--- config.mk ---
export PLATFORM = sky130hd
export DESIGN_NAME = periodic_topic_scheduler_core
export DESIGN_NICKNAME = d
export VERILOG_FILES = /design/src/hw/rtl/pts_pkg.sv /design/src/hw/rtl/pts_table.sv /design/src/hw/rtl/pts_ctrl.sv /design/src/hw/rtl/periodic_topic_scheduler_core.sv
export SDC_FILE = /design/constraint.sdc
export NUM_CORES = 1
export LEC_CHECK = 0
export BUFFER_PORTS_ARGS = -buffer_cell sky130_fd_sc_hd__buf_2
export CELL_PAD_IN_SITES_DETAIL_PLACEMENT = 0
export CELL_PAD_IN_SITES_GLOBAL_PLACEMENT = 2
export CORE_ASPECT_RATIO = 1.5
export CORE_MARGIN = 2
export CORE_UTILIZATION = 42
export DETAILED_ROUTE_END_ITERATION = 6
export PLACE_DENSITY = 0.85
export RECOVER_POWER = 100
export SLEW_MARGIN = 0
export SYNTH_ARGS = -nofsm -noshare
export SYNTH_HDL_FRONTEND = slang
export SYNTH_SLANG_ARGS = --single-unit
--- constraint.sdc ---
create_clock -name clk -period 6.7 [get_ports clk]
set_input_delay 1.005 -clock clk [delete_from_list [all_inputs] [get_ports clk]]
set_output_delay 1.005 -clock clk [all_outputs]
set_load 0.01 [all_outputs]
--- src/hw/rtl/pts_pkg.sv ---
// Shared types and constants for the periodic topic scheduler.
// Used by pts_table, pts_ctrl and periodic_topic_scheduler_core.
`timescale 1ns / 1ps

package pts_pkg;

  localparam int DEF_NUM_TOPICS = 16;
  localparam int MAX_TOPICS     = 64;
  localparam int MAX_REPORTS    = 16;

  localparam int CMD_W   = 2;
  localparam int TOPIC_W = 8;
  localparam int TIME_W  = 32;
  localparam int DUE_W   = 6;
  localparam int CNT_W   = $clog2(MAX_REPORTS + 1);

  localparam int IN_DATA_W  = 80;  // 74 bits of fields, padded to bytes
  localparam int OUT_DATA_W = 8;   // 7 bits of fields, padded to bytes

  localparam logic [CMD_W-1:0] CMD_SUBSCRIBE   = 2'd0;
  localparam logic [CMD_W-1:0] CMD_UNSUBSCRIBE = 2'd1;
  localparam logic [CMD_W-1:0] CMD_TICK        = 2'd2;
  localparam logic [CMD_W-1:0] CMD_UNKNOWN     = 2'd3;

  localparam logic KIND_ACK = 1'b0;
  localparam logic KIND_DUE = 1'b1;

  // Table access from the controller, one cycle's worth
  typedef struct packed {
    logic              sub_we;    // store period, clear fire time, enable
    logic              unsub_we;  // disable
    logic              fire_we;   // fire time <= now
    logic [DUE_W-1:0]  wr_idx;
    logic [DUE_W-1:0]  rd_idx;
    logic [TIME_W-1:0] period;
    logic [TIME_W-1:0] now;
  } tbl_cmd_t;

  // Registered read data, valid in the cycle after rd_idx
  typedef struct packed {
    logic              en;
    logic [TIME_W-1:0] period;
    logic [TIME_W-1:0] fire;
  } tbl_rd_t;

endpackage

--- src/hw/rtl/pts_table.sv ---
// Topic table: enable flops plus period and last-fire memories.
// One write and one registered read per cycle. Depends on pts_pkg.
`timescale 1ns / 1ps

module pts_table #(
  parameter int NUM_TOPICS = pts_pkg::DEF_NUM_TOPICS
) (
  input  logic              clk,
  input  logic              rst_n,
  input  pts_pkg::tbl_cmd_t cmd,
  output pts_pkg::tbl_rd_t  rd
);
  import pts_pkg::*;

  localparam int IDX_W = (NUM_TOPICS > 1) ? $clog2(NUM_TOPICS) : 1;

  logic [NUM_TOPICS-1:0] en_r;
  logic [TIME_W-1:0]     period_mem [NUM_TOPICS];
  logic [TIME_W-1:0]     fire_mem   [NUM_TOPICS];
  logic [IDX_W-1:0]      wr_a;
  logic [IDX_W-1:0]      rd_a;
  tbl_rd_t               rd_r;

  assign wr_a = cmd.wr_idx[IDX_W-1:0];
  assign rd_a = cmd.rd_idx[IDX_W-1:0];
  assign rd   = rd_r;

  always_ff @(posedge clk) begin
    if (!rst_n) begin
      en_r <= '0;
    end else if (cmd.sub_we) begin
      en_r[wr_a] <= 1'b1;
    end else if (cmd.unsub_we) begin
      en_r[wr_a] <= 1'b0;
    end
  end

  // Memories hold garbage until a subscribe; the enable bit gates that.
  always_ff @(posedge clk) begin
    if (cmd.sub_we) begin
      period_mem[wr_a] <= cmd.period;
    end
    if (cmd.sub_we) begin
      fire_mem[wr_a] <= '0;
    end else if (cmd.fire_we) begin
      fire_mem[wr_a] <= cmd.now;
    end
  end

  always_ff @(posedge clk) begin
    rd_r.en     <= en_r[rd_a];
    rd_r.period <= period_mem[rd_a];
    rd_r.fire   <= fire_mem[rd_a];
  end

endmodule

--- src/hw/rtl/pts_ctrl.sv ---
// Command decode, tick scan sequencer and output word register.
// Drives pts_table through tbl_cmd_t. Depends on pts_pkg.
`timescale 1ns / 1ps

module pts_ctrl #(
  parameter int NUM_TOPICS = pts_pkg::DEF_NUM_TOPICS
) (
  input  logic                        clk,
  input  logic                        rst_n,
  input  logic                        in_valid,
  output logic                        in_ready,
  input  logic [pts_pkg::CMD_W-1:0]   in_command,
  input  logic [pts_pkg::TOPIC_W-1:0] in_topic,
  input  logic [pts_pkg::TIME_W-1:0]  in_period,
  input  logic [pts_pkg::TIME_W-1:0]  in_now_ms,
  output logic                        out_valid,
  input  logic                        out_ready,
  output logic                        out_kind,
  output logic                        out_ack_ok,
  output logic [pts_pkg::DUE_W-1:0]   out_due_topic,
  output logic                        out_last,
  output pts_pkg::tbl_cmd_t           tbl_cmd,
  input  pts_pkg::tbl_rd_t            tbl_rd
);
  import pts_pkg::*;

  localparam int IDX_W = (NUM_TOPICS > 1) ? $clog2(NUM_TOPICS) : 1;
  localparam logic [IDX_W-1:0] LAST_IDX = IDX_W'(NUM_TOPICS - 1);

  localparam logic [1:0] ST_IDLE  = 2'd0;
  localparam logic [1:0] ST_ACK   = 2'd1;
  localparam logic [1:0] ST_SCAN  = 2'd2;
  localparam logic [1:0] ST_FLUSH = 2'd3;

  logic [1:0]        state_r,   state_nxt;
  logic              iss_r,     iss_nxt;
  logic [IDX_W-1:0]  idx_r,     idx_nxt;
  logic              ev_r,      ev_nxt;
  logic [IDX_W-1:0]  ev_idx_r,  ev_idx_nxt;
  logic [TIME_W-1:0] now_r,     now_nxt;
  logic              ack_ok_r,  ack_ok_nxt;
  logic [CNT_W-1:0]  cnt_r,     cnt_nxt;
  logic              pend_r,    pend_nxt;
  logic [IDX_W-1:0]  pend_idx_r, pend_idx_nxt;

  logic              oval_r,  oval_nxt;
  logic              okind_r, okind_nxt;
  logic              ook_r,   ook_nxt;
  logic [DUE_W-1:0]  otop_r,  otop_nxt;
  logic              olast_r, olast_nxt;

  logic              out_free;
  logic              in_take;
  logic              in_range;
  logic [TIME_W-1:0] elapsed;
  logic              due;
  logic              hit;
  logic              stall;

  assign out_free = !oval_r || out_ready;
  assign in_ready = (state_r == ST_IDLE);
  assign in_take  = in_valid && in_ready;
  assign in_range = in_topic < TOPIC_W'(NUM_TOPICS);

  // wrapping elapsed time, compared signed against the period
  assign elapsed = now_r - tbl_rd.fire;
  assign due     = $signed(elapsed) > $signed(tbl_rd.period);
  assign hit     = (state_r == ST_SCAN) && ev_r && tbl_rd.en && due &&
                   (cnt_r < CNT_W'(MAX_REPORTS));
  // a second hit needs the held report moved out first
  assign stall   = hit && pend_r && !out_free;

  assign out_valid     = oval_r;
  assign out_kind      = okind_r;
  assign out_ack_ok    = ook_r;
  assign out_due_topic = otop_r;
  assign out_last      = olast_r;

  always_comb begin
    state_nxt    = state_r;
    iss_nxt      = iss_r;
    idx_nxt      = idx_r;
    ev_nxt       = 1'b0;
    ev_idx_nxt   = ev_idx_r;
    now_nxt      = now_r;
    ack_ok_nxt   = ack_ok_r;
    cnt_nxt      = cnt_r;
    pend_nxt     = pend_r;
    pend_idx_nxt = pend_idx_r;

    oval_nxt  = oval_r && !out_ready;
    okind_nxt = okind_r;
    ook_nxt   = ook_r;
    otop_nxt  = otop_r;
    olast_nxt = olast_r;

    tbl_cmd          = '0;
    tbl_cmd.rd_idx   = DUE_W'(idx_r);
    tbl_cmd.wr_idx   = in_topic[DUE_W-1:0];
    tbl_cmd.period   = in_period;
    tbl_cmd.now      = now_r;

    case (state_r)
      ST_IDLE: begin
        if (in_take) begin
          case (in_command)
            CMD_SUBSCRIBE: begin
              tbl_cmd.sub_we = in_range;
              ack_ok_nxt     = in_range;
              state_nxt      = ST_ACK;
            end
            CMD_UNSUBSCRIBE: begin
              tbl_cmd.unsub_we = in_range;
              ack_ok_nxt       = in_range;
              state_nxt        = ST_ACK;
            end
            CMD_TICK: begin
              now_nxt   = in_now_ms;
              iss_nxt   = 1'b1;
              idx_nxt   = '0;
              cnt_nxt   = '0;
              pend_nxt  = 1'b0;
              state_nxt = ST_SCAN;
            end
            default: begin
              ack_ok_nxt = 1'b0;
              state_nxt  = ST_ACK;
            end
          endcase
        end
      end

      ST_ACK: begin
        if (out_free) begin
          oval_nxt  = 1'b1;
          okind_nxt = KIND_ACK;
          ook_nxt   = ack_ok_r;
          otop_nxt  = '0;
          olast_nxt = 1'b1;
          state_nxt = ST_IDLE;
        end
      end

      ST_SCAN: begin
        if (stall) begin
          // re-read the stalled entry so its data is there next cycle
          tbl_cmd.rd_idx = DUE_W'(ev_idx_r);
          ev_nxt         = 1'b1;
        end else begin
          if (iss_r) begin
            ev_nxt     = 1'b1;
            ev_idx_nxt = idx_r;
            idx_nxt    = IDX_W'(idx_r + 1'b1);
            iss_nxt    = (idx_r != LAST_IDX);
          end
          if (hit) begin
            tbl_cmd.fire_we = 1'b1;
            tbl_cmd.wr_idx  = DUE_W'(ev_idx_r);
            cnt_nxt         = CNT_W'(cnt_r + 1'b1);
            pend_nxt        = 1'b1;
            pend_idx_nxt    = ev_idx_r;
            if (pend_r) begin
              oval_nxt  = 1'b1;
              okind_nxt = KIND_DUE;
              ook_nxt   = 1'b0;
              otop_nxt  = DUE_W'(pend_idx_r);
              olast_nxt = 1'b0;
            end
          end
          if (ev_r && ev_idx_r == LAST_IDX) begin
            state_nxt = ST_FLUSH;
          end
        end
      end

      ST_FLUSH: begin
        if (!pend_r) begin
          state_nxt = ST_IDLE;
        end else if (out_free) begin
          oval_nxt  = 1'b1;
          okind_nxt = KIND_DUE;
          ook_nxt   = 1'b0;
          otop_nxt  = DUE_W'(pend_idx_r);
          olast_nxt = 1'b1;
          pend_nxt  = 1'b0;
          state_nxt = ST_IDLE;
        end
      end

      default: begin
        state_nxt = ST_IDLE;
      end
    endcase
  end

  always_ff @(posedge clk) begin
    if (!rst_n) begin
      state_r <= ST_IDLE;
      iss_r   <= 1'b0;
      ev_r    <= 1'b0;
      pend_r  <= 1'b0;
      oval_r  <= 1'b0;
      cnt_r   <= '0;
    end else begin
      state_r <= state_nxt;
      iss_r   <= iss_nxt;
      ev_r    <= ev_nxt;
      pend_r  <= pend_nxt;
      oval_r  <= oval_nxt;
      cnt_r   <= cnt_nxt;
    end
  end

  always_ff @(posedge clk) begin
    idx_r      <= idx_nxt;
    ev_idx_r   <= ev_idx_nxt;
    now_r      <= now_nxt;
    ack_ok_r   <= ack_ok_nxt;
    pend_idx_r <= pend_idx_nxt;
    okind_r    <= okind_nxt;
    ook_r      <= ook_nxt;
    otop_r     <= otop_nxt;
    olast_r    <= olast_nxt;
  end

endmodule

--- src/hw/rtl/periodic_topic_scheduler_core.sv ---
// Top level of the periodic topic scheduler: stream ports and field packing.
// Instantiates pts_ctrl and pts_table. Depends on pts_pkg.
`timescale 1ns / 1ps

// A table of NUM_TOPICS periodic topics. Subscribe, unsubscribe and unknown
// commands each give one acknowledge word (tuser 0), loaded into the output
// register from the ACK state once that register is free. A tick reads the
// table one entry per cycle, while the output side does not stall, through
// the single read port of the period and fire-time memories; every due
// topic gives one report word (tuser 1), tlast on the final one, and a
// tick with nothing due gives no word. At most 16 reports per tick; topics
// beyond that stay due. Input is taken one item at a time; a finished word
// may wait in the output register while the next item is accepted.
module periodic_topic_scheduler_core #(
  parameter int NUM_TOPICS = pts_pkg::DEF_NUM_TOPICS
) (
  input  logic                           clk,
  input  logic                           rst_n,
  input  logic                           in_tvalid,
  output logic                           in_tready,
  // command[1:0], topic[9:2], period[41:10], now_ms[73:42], zero pad
  input  logic [pts_pkg::IN_DATA_W-1:0]  in_tdata,
  output logic                           out_tvalid,
  input  logic                           out_tready,
  // ack_ok[0], due_topic[6:1], zero pad
  output logic [pts_pkg::OUT_DATA_W-1:0] out_tdata,
  // kind[0]
  output logic                           out_tuser,
  output logic                           out_tlast
);
  import pts_pkg::*;

  tbl_cmd_t         tbl_cmd;
  tbl_rd_t          tbl_rd;
  logic             ack_ok;
  logic [DUE_W-1:0] due_topic;

  pts_ctrl #(
    .NUM_TOPICS(NUM_TOPICS)
  ) u_ctrl (
    .clk          (clk),
    .rst_n        (rst_n),
    .in_valid     (in_tvalid),
    .in_ready     (in_tready),
    .in_command   (in_tdata[1:0]),
    .in_topic     (in_tdata[9:2]),
    .in_period    (in_tdata[41:10]),
    .in_now_ms    (in_tdata[73:42]),
    .out_valid    (out_tvalid),
    .out_ready    (out_tready),
    .out_kind     (out_tuser),
    .out_ack_ok   (ack_ok),
    .out_due_topic(due_topic),
    .out_last     (out_tlast),
    .tbl_cmd      (tbl_cmd),
    .tbl_rd       (tbl_rd)
  );

  pts_table #(
    .NUM_TOPICS(NUM_TOPICS)
  ) u_table (
    .clk  (clk),
    .rst_n(rst_n),
    .cmd  (tbl_cmd),
    .rd   (tbl_rd)
  );

  assign out_tdata = {1'b0, due_topic, ack_ok};

endmodule

# == Word level (Yosys, flattened, before mapping) ==
# Memories as Yosys holds them, arrays and structs flattened. A register that Yosys moved wholly into a read port is not among the register bits.
# Index checks and enable logic that the tools add are counted.
# word_totals
reg_bits,82
ramBits,1024
word_cells,165
mem_count,2
# op_classes
n_addsub,3
order_cmp,6
eq_ne,17
n_mux,81
bitwise,6
reduce_logical,33
# mem_list
name,depth,width,read_ports,rd_clocked_by_memory_dff,wr,line_no,source
u_table.fire_mem,16,32,1,1,1,pts_table.sv:19,logic [TIME_W-1:0] fire_mem [NUM_TOPICS];
u_table.period_mem,16,32,1,1,1,pts_table.sv:18,logic [TIME_W-1:0] period_mem [NUM_TOPICS];
# op_table
op,count
$mux W1,39
$mux W6,6
$gt A32 B32 Y1,1
$mux W16,2
$mux W32,1
$sub A32 B32 Y32,1
$mux W4,5
$mux W5,4
$reduce_and A5 Y1,4
$pmux W6 S3,1
$and A16 B16 Y16,1
$mux W2,8
$not A16 Y16,1
$or A16 B16 Y16,1
$pmux W1 S3,5
$reduce_and A3 Y1,5
$mux W7,2
$mux W13,1
$ne A2 B1 Y1 const B,6
$logic_and A1 B1 Y1,10
$lt A4 B5 Y1 const B,2
$pmux W5 S2,1
$lt A8 B5 Y1 const B,1
$ne A2 B2 Y1 const B,4
other kinds (24),34

# == Depth between registers and ports, before layout ==
# Gate-level depths: netlist (run 1).
# logic_depth
ltp_word,17
ltp_mapped,31
depth_no_buf,25

# == By module ==
# A second synthesis (run 1) with hierarchy kept.
# unflattened
hier_cells,2362
hier_area_um2,45981.6
# modules_own_cells
module,n_inst,cells_per_inst,area_each_um2
pts_table,1,1804,40801.6
pts_ctrl,1,555,5161.2
periodic_topic_scheduler_core,1,3,18.8

# == Worst setup path after synthesis (run 1) ==
# OpenSTA, ideal clock, no wires.
# synth_timing
path_type,reg2reg
startpoint,reg u_ctrl.now_r[0]
endpoint,mem u_table.fire_mem[13][0] (enable)
setup_time_ns,0.421
arrival_time_ns,6.585
setup_slack_ns,-0.306
path_stages_with_launch,26
synth_period_minus_slack_ns,7.006
cell_sequence,edfxtp_1 -> inv_1 -> ha_1 -> inv_1 -> fa_1 -> a21o_1 -> a21oi_1 -> o21ai_0 -> and2_1 -> clkbuf_1 -> a211o_1 -> a21oi_1 -> o21ba_2 -> o211ai_1 -> a21oi_1 -> xnor2_1 -> ha_1 -> and4_4 -> a221o_1 -> a22o_1 -> or4_1 -> a211o_1 -> nor2_2 -> clkbuf_1 -> a21boi_0 -> nor2_1
# synth_between
elab_chain_cells,12
word_cells_on_any_way,13
cone_classes,1 x add/sub; 1 x order compare; 6 x mux; 1 x bitwise; 4 x reduce/logical
# synth_lines
element,line_no,source
start: declaration,pts_ctrl.sv:40,"logic [TIME_W-1:0] now_r, now_nxt;"
start signal: assignment,pts_ctrl.sv:217,now_r <= now_nxt;
$sub A32 B32 Y32 *,pts_ctrl.sv:66,assign elapsed = now_r - tbl_rd.fire;
$gt A32 B32 Y1 *,pts_ctrl.sv:67,assign due = $signed(elapsed) > $signed(tbl_rd.period);
$logic_and A1 B1 Y1 * (2 in series),pts_ctrl.sv:68,assign hit = (state_r == ST_SCAN) && ev_r && tbl_rd.en && due &&
$logic_and A1 B1 Y1 (2 in series),pts_ctrl.sv:71,assign stall = hit && pend_r && !out_free;
$mux W7 *,pts_ctrl.sv:145,if (stall) begin
$mux W13 *,pts_ctrl.sv:103,case (state_r)
$mux W1,pts_table.sv:45,end else if (cmd.fire_we) begin
$mux W1,pts_table.sv:43,if (cmd.sub_we) begin
$mux W1 (implied by the code),pts_table.sv:46,fire_mem[wr_a] <= cmd.now;
$or A1 B1 Y1 (no source line),n/a,
end: declaration,pts_table.sv:19,
# Mark *: on every way between the ends. The rest lies on a longest branch, timed or not.

# == Worst setup path in the final report (run 1) ==
# layout_timing
startpoint,reg u_ctrl.now_r[0]
endpoint,mem u_table.period_mem[6][21] (enable)
# layout_between
elab_chain_cells,8
word_cells_on_any_way,9
cone_classes,1 x add/sub; 1 x order compare; 3 x mux; 4 x reduce/logical
# layout_lines
element,line_no
$sub A32 B32 Y32 *,pts_ctrl.sv:66
$gt A32 B32 Y1 *,pts_ctrl.sv:67
$logic_and A1 B1 Y1 * (2 in series),pts_ctrl.sv:68
$logic_and A1 B1 Y1 (2 in series),pts_ctrl.sv:71
$mux W7 *,pts_ctrl.sv:145
$mux W13 *,pts_ctrl.sv:103
end: declaration,pts_table.sv:18
# Marked as above.

==> impl_results.rst, run 1 <==
.. list-table::
   :header-rows: 1

   * - Metric
     - Value
   * - Post-route DRC violation count
     - 0
   * - Initial cell density of the core
     - 42.27%
   * - CTS Buffer Depth
     - 3
   * - Global-route usage over all layers
     - 22.46%
   * - CTS Root Buffer Type
     - clkbuf_16
   * - Async S/R FF share, synth
     - 0%
   * - Critical path capture point
     - u_table.period_mem[6][21]
   * - CTS Hold Buffers Added
     - 0
   * - Slowest stage cell, crit path
     - or4_1
   * - Number of buffers created by CTS
     - 105
   * - GRT busiest layer
     - met2
   * - Overall power consumption
     - 14840 µW
   * - Crit-path leading delay family
     - compound AO/OA/AOI/OAI gates
   * - Max H-tree Level
     - 3
   * - Maximum number of pins on one net before global-route repair
     - 88
   * - Post-layout min period
     - 6.504 ns
   * - I/O pin count
     - 96
   * - Most frequent standard cell in the layout excluding fill and tap cells
     - edfxtp_1
   * - Net count, final
     - 3584
   * - Critical Path Source Type
     - register
   * - Antenna Nets Post-Route
     - 0
   * - Worst r2r path cells
     - 27
   * - Share of total power in sequential cells
     - 53.7%
   * - Clock slew at the register clock pins of the worst setup and hold paths
     - 0.06 ns
   * - Worst slew margin relative to its limit
     - -100.4%
   * - FF-to-FF setup slack
     - 0.20 ns
   * - Kind of critical path
     - register to register
   * - Die Footprint
     - 116100 µm²
   * - Number of detailed-routing iterations run before antenna repair
     - 6
   * - Setup-failing EPs final
     - 0
   * - Power per standard cell area
     - 267.6 nW/µm²
   * - Vias
     - 29560
   * - Post-synthesis cell type count
     - 81
   * - Number of antenna violations at the first check in global routing
     - 3
   * - Met3 layer usage reported by global route
     - 2.664%
   * - Data required time of the worst path
     - 7.14 ns
   * - Max frequency
     - 153.7 MHz
   * - Power share of the combinational group
     - 4.7%
   * - Design internal power
     - 11640 µW
   * - Slowest cell delay on critical path
     - 0.45 ns
   * - Result of the run
     - finished, violations left
   * - Width of the die
     - 278.9 µm
   * - Share of post-route cells with drive strength above 1
     - 15.26%
   * - Crit. path cell count
     - 27
   * - Terminus of the critical flop-to-flop path
     - u_table.period_mem[6][21]
   * - HPWL after detailed placement
     - 82.57 mm
   * - First-pass GRT wire length
     - 191.5 mm
   * - GR Util met1
     - 26.85%
   * - Peak supply drop
     - 0.2778 mV
   * - Number of sinks handled by clock tree synthesis
     - 1168
   * - Layout-stage area growth over the synthesis result
     - 16.56%
   * - Site row count
     - 151
   * - GR met2 Demand/Resource
     - 40.30%
   * - Net switching fraction of the power
     - 21.58%
   * - Violations in the final reports
     - capacitance limit, slew limit
   * - Clock network fraction of total power
     - 41.6%
   * - Critical Path Fanout Max
     - 12
   * - Vias per cell
     - 5.935
   * - Synthesized netlist cell count
     - 3178
   * - Insertion delay to the later sink of the worst-skew pair
     - 0.74 ns
   * - Placed Instance Area
     - 52190 µm²
   * - Buffers & Inverters on Critical Path
     - 6
   * - Drt wl/cell
     - 27.12 µm
   * - Fin util
     - 49.26%
   * - Slew Viols, Final
     - 119
   * - Leak
     - 0.01996 µW
   * - Number of synthesized register bits
     - 1168
   * - Die outline height
     - 416.3 µm
   * - TritonCTS clock tree
     - yes
   * - Number of warnings reported in the yosys synthesis log
     - 0
   * - Detailed-route wire length
     - 135.1 mm
   * - Buffers added on ports
     - 86
   * - Final period util
     - 97.08%
   * - Commonest cells after routing, fill and taps aside
     - edfxtp_1, mux2i_1, o21ai_0
   * - GRT overflow
     - 0
   * - Seq/Total Area, Yosys
     - 71.76%
   * - Worst R2R Start
     - u_ctrl.now_r[0]
   * - Detailed router's first-iteration violation count
     - 2753
   * - Critical path arrival
     - 6.95 ns
   * - Synth Flop Type
     - edfxtp_1
   * - Per-instance average area after synthesis
     - 14.98 µm²
   * - CP Launch Point
     - u_ctrl.now_r[0]
   * - Hold Crit Class
     - input port to register
   * - Actual transition at the worst max-transition pin
     - 3.006 ns
   * - Max cap viols
     - 3
   * - Post-layout instance area
     - 55470 µm²
   * - Endpoint type of the worst setup path
     - register
   * - Count of flip-flops with a built-in enable after synthesis
     - 1076
   * - Area of the placeable core
     - 112600 µm²
   * - Endpoints failing hold
     - 0
   * - Cell area after synthesis
     - 47590 µm²
   * - Clock skew after layout
     - 0.05976 ns
   * - Vias in the first global route
     - 29020
   * - GPL Wtd Cong
     - 0.8646
   * - Switch Pwr
     - 3203 µW
-- registers in the layout, indices dropped and copies added (netlist names), named ones only --
name	cells
u_ctrl.out_ack_ok	1
u_ctrl.iss_r	1
u_table.rd	65
u_ctrl.out_kind	1
u_ctrl.pend_idx_r	4
u_table.period_mem	512
u_ctrl.out_valid	1
u_ctrl.pend_r	1
u_ctrl.state_r	2
u_ctrl.ack_ok_r	1
u_ctrl.ev_idx_r	4
u_ctrl.cnt_r	5
u_ctrl.idx_r	4
u_ctrl.out_last	1
u_ctrl.out_due_topic	4
u_ctrl.now_r	32
u_ctrl.ev_r	1
u_table.fire_mem	512
-- synth_stat cells (all sizes together), types with 29 or more instances --
cell     number  area [µm²]
mux2i       191        1912
ha           65       813.3
inv          93       349.1
o2111ai      42       367.9
nor2         87       339.1
and2         44       275.3
a32oi        48       420.4
a21oi       172       864.6
a22oi        51       382.9
nand2       161       606.8
nand3        31       160.1
buf          79       451.7
nor2b        34       212.7
or3          39       244.0
dfxtp        92        1842
a21boi       29       217.7
o21ai       187       935.9
clkbuf      129       488.0
a211o        91       797.0
nand2b       44       275.3
a222oi       41       410.4
o211ai      106       800.8
edfxtp     1076       32310
-- metal layers --
metal | wire length [µm] | part of all wire (%) | vias up
li1 | - | - | 13070
met1 | 51090 | 38 | 15100
met2 | 70370 | 52 | 1142
met3 | 7505 | 5.6 | 253
met4 | 6097 | 4.5 | 0
met5 | 0 | 0 | -
-- worst register-to-register path, cell delays in order (launching register included) --
cell and delay [ns]:
edfxtp_1 0.35, inv_1 0.08, ha_1 0.20, inv_1 0.07, fa_2 0.36, a21o_1 0.20
a21oi_2 0.16, o21ai_0 0.08, and2_0 0.20, a211o_1 0.30, a21oi_2 0.19, o21ba_2 0.16
o211ai_1 0.11, a21oi_1 0.19, xnor2_1 0.23, ha_1 0.31, and4_4 0.19, a221o_1 0.35
a22o_2 0.33, or4_1 0.45, a211o_1 0.35, nor2_4 0.19, buf_4 0.16, mux2i_4 0.31
buf_12 0.18, nor2_4 0.03, clkbuf_2 0.24, buf_6 0.24
-- power groups by stage --
stage | sequential [µW] | clock [µW] | combinational (µW)
global route | 7970 | 6540 | 749
CTS | 7970 | 6260 | 685
detailed placement | 8130 | 0 | 680
global placement | 8130 | 0 | 670
finish | 7970 | 6180 | 692
floorplan | 8110 | 0 | 387
-- area by class of cell --
cell class,count,area (µm²)
Timing Repair Buffer,352,3013
Sequential cell,1168,34150
Multi-Input combinational cell,1714,12570
Tap cell,1453,1818
Inverter,93,349.1
Clock buffer,137,2880
Clock inverter,61,680.7
Fill cell,9527,57130
Antenna cell,3,7.507
-- kinds of logic after synthesis --
kind of cell	Yosys count	share of synthesized area, %
AO/OA/AOI/OAI	893	13.10
XOR/XNOR	30	0.5521
adder cells (fa/ha/maj)	66	1.751
buffers and inverters	301	2.708
flip-flops	1168	71.76
multiplexers	205	4.632
other	1	0.007879
AND/OR/NAND/NOR	514	5.487
-- worst min-delay path by stage --
stage	from	to	slack [ns]	cells after the start
after global routing	in_tdata[45]	u_ctrl.now_r[3]	0.42	1
after floorplan	u_ctrl.idx_r[2]	u_ctrl.ev_idx_r[2]	0.42	0
after global placement	u_ctrl.cnt_r[4]	u_ctrl.cnt_r[4]	0.46	2
final	in_tdata[45]	u_ctrl.now_r[3]	0.44	1
after CTS	in_tdata[45]	u_ctrl.now_r[3]	0.39	1
after detailed placement	u_ctrl.cnt_r[4]	u_ctrl.cnt_r[4]	0.46	2
-- stage by stage --
stage / setup WS, ns / std cells / hold WS (ns) / setup TNS (ns)
floorplan: -0.3062 / 3180 / 0.4244 / -167.07
global placement: 0.01041 / 4742 / 0.4586 / 0
global route: -0.002142 / 4981 / 0.4231 / -0.002142
detailed placement: -0.1066 / 4742 / 0.4627 / -0.7228
finish: 0.1959 / 4981 / 0.4411 / 0
CTS: 0.03612 / 4940 / 0.3851 / 0
-- what timing repair did --
item	4_1_cts	5_1_grt
gates cloned	0	9
endpoints found under the setup margin	98	1164
hold endpoints to repair	0	0
pin swaps	0	16
buffers inserted	0	29
gates resized for setup	3	40
(Power assumes the default switching activity.)
==> run 2, diff against run 1 <==
--- a/config.mk
+++ b/config.mk
@@ -10,9 +10,9 @@
 export CELL_PAD_IN_SITES_GLOBAL_PLACEMENT = 2
 export CORE_ASPECT_RATIO = 1.5
 export CORE_MARGIN = 2
-export CORE_UTILIZATION = 42
+export CORE_UTILIZATION = 50
 export DETAILED_ROUTE_END_ITERATION = 6
-export PLACE_DENSITY = 0.85
+export PLACE_DENSITY = 0.94
 export RECOVER_POWER = 100
 export SLEW_MARGIN = 0
 export SYNTH_ARGS = -nofsm -noshare
==> constraint.sdc (replaced) <==
create_clock -name clk -period 8.4 [get_ports clk]
set_input_delay 1.26 -clock clk [delete_from_list [all_inputs] [get_ports clk]]
set_output_delay 1.26 -clock clk [all_outputs]
set_load 0.01 [all_outputs]
==> run 2 against run 1 <==
The run still ends with capacitance limit, slew limit left; final cell count down 7.3%; non-clock buffer count is 164 lower; critical path depth shrank 2; final area is 4.1% lower; wire length shrank 3.2%; global-route usage up 3.9 points; largest power group unchanged.
==> impl_results.rst, run 2 (synthesized netlist as in run 1, its figures left out) <==
.. list-table::
   :header-rows: 1

   * - Metric
     - Value
   * - Result of the run
     - finished, violations left
   * - Violations in the final reports
     - capacitance limit, slew limit
   * - Global-route usage over all layers
     - 26.34%
   * - Worst slew margin relative to its limit
     - -101.9%
   * - Net count, final
     - 3415
   * - GRT overflow
     - 0
   * - Drt wl/cell
     - 28.33 µm
   * - Die outline height
     - 381.9 µm
   * - Hold Crit Class
     - register to register
   * - Critical path arrival
     - 8.23 ns
   * - Slew Viols, Final
     - 143
   * - Clock slew at the register clock pins of the worst setup and hold paths
     - 0.07 ns
   * - CTS Root Buffer Type
     - clkbuf_16
   * - Insertion delay to the later sink of the worst-skew pair
     - 0.74 ns
   * - Commonest cells after routing, fill and taps aside
     - edfxtp_1, mux2i_1, o21ai_0
   * - Leak
     - 0.01891 µW
   * - Layout-stage area growth over the synthesis result
     - 11.79%
   * - Slack of the critical path
     - 0.5258 ns
   * - Vias in the first global route
     - 29660
   * - Post-layout min period
     - 7.874 ns
   * - I/O pin count
     - 96
   * - Number of buffers created by CTS
     - 103
   * - CTS Buffer Depth
     - 3
   * - Pre-CTS setup slack
     - 0.8220 ns
   * - Die Footprint
     - 97720 µm²
   * - Clock skew after layout
     - 0.04697 ns
   * - Slowest stage cell, crit path
     - nor2_2
   * - Actual transition at the worst max-transition pin
     - 3.029 ns
   * - First-pass GRT wire length
     - 189.7 mm
   * - Critical Path Source Type
     - register
   * - Power per standard cell area
     - 218.7 nW/µm²
   * - Max H-tree Level
     - 3
   * - Buffers added on ports
     - 86
   * - Crit-path leading delay family
     - compound AO/OA/AOI/OAI gates
   * - RSZ-0062 raised after global routing
     - false
   * - Area of the placeable core
     - 94280 µm²
   * - Max frequency
     - 127.0 MHz
   * - Max cap viols
     - 4
   * - Kind of critical path
     - register to register
   * - Detailed router's first-iteration violation count
     - 3300
   * - Number of antenna violations at the first check in global routing
     - 5
   * - GPL Wtd Cong
     - 0.8764
   * - Maximum number of pins on one net before global-route repair
     - 73
   * - Vias per cell
     - 6.361
   * - Site row count
     - 138
   * - Post-CTS Repair Setup Buffers
     - 0
   * - Final period util
     - 93.74%
   * - Width of the die
     - 255.9 µm
   * - HPWL after detailed placement
     - 74.23 mm
   * - TritonCTS clock tree
     - yes
   * - Filler cell count in the final layout
     - 7330
   * - Post-route DRC violation count
     - 0
   * - Slowest cell delay on critical path
     - 0.83 ns
   * - Setup TNS
     - 0 ns
   * - Endpoint type of the worst setup path
     - register
   * - Antenna Nets Post-Route
     - 0
   * - Share of post-route cells with drive strength above 1
     - 10.70%
   * - Initial cell density of the core
     - 50.48%
   * - Endpoints failing hold
     - 0
   * - Critical Path Fanout Max
     - 22
   * - Peak supply drop
     - 0.1996 mV
   * - CTS Hold Buffers Added
     - 0
   * - Most frequent standard cell in the layout excluding fill and tap cells
     - edfxtp_1
   * - Buffers & Inverters on Critical Path
     - 3
   * - Post-CTS Resized
     - 0
   * - Number of detailed-routing iterations run before antenna repair
     - 6
   * - Setup-failing EPs final
     - 0
   * - Data required time of the worst path
     - 8.75 ns
   * - Most Frequent Cell on Critical Path
     - a21o_1
   * - Detailed-route wire length
     - 130.7 mm
   * - Number of sinks handled by clock tree synthesis
     - 1168
   * - Vias
     - 29350
run 2: changes by cell type in the layout (fill, tap and decap cells not counted), moves of 18 or more:
cell / delta
buf_12: -33
clkbuf_2: -22
clkbuf_4: -18
and2_0: +20
buf_6: -27
and2_1: -20
buf_4: -46
run 2: worst min-delay path, cell delays in order, from the launching register on:
cell	delay [ns]
edfxtp_1	0.32
a31oi_1	0.07
nand4_1	0.08
run 2: worst paths after layout:
path / from / endpoint / slack [ns] / cells after the start
max: u_ctrl.now_r[0] / u_table.fire_mem[10][25] / 0.53 / 25
min: u_table.period_mem[2][14] / u_table.rd[46] / 0.47 / 2
max reg2reg: u_ctrl.now_r[0] / u_table.fire_mem[10][25] / 0.53 / 25
min reg2reg: u_table.period_mem[2][14] / u_table.rd[46] / 0.47 / 2
run 2: metal layers:
layer	track usage, %	share of wire, %	routed length [µm]
met1	31.58	36	47380
met2	46.24	51	66230
met3	4.069	7.8	10190
met4	13.17	5.3	6910
met5	0	0.022	29
run 2: layout make-up:
cell class,instances,area (µm²),share of cell area (%)
clock buffers,140,2828,5.315
multi-input cells,1711,12430,23.37
clock inverters,54,600.6,1.129
flip-flops and latches,1168,34150,64.19
well taps,1260,1577,2.963
inverters,93,349.1,0.6561
repair buffers,188,1264,2.375
diodes,1,2.502,0.004703
run 2: per-stage QoR:
stage          util, %  cells  area [µm²]  hold slack [ns]  power (µW)
6_report         56.44   4615       53200           0.4704       11640
5_1_grt          56.44   4615       53200           0.5076       11950
4_1_cts          56.71   4614       53470           0.4708       11690
3_5_place_dp     53.08   4420       50040           0.4697        6985
3_3_place_gp     53.08   4420       50040           0.4617        6968
2_1_floorplan        -   3180       47600           0.4244        6773
run 2: power breakdown:
part           leakage [µW]  switching, µW  internal [µW]  total, µW
registers            0.0117           22.0           6330       6350
clock network       0.00166           2140           2640       4770
logic               0.00555            341            172        513
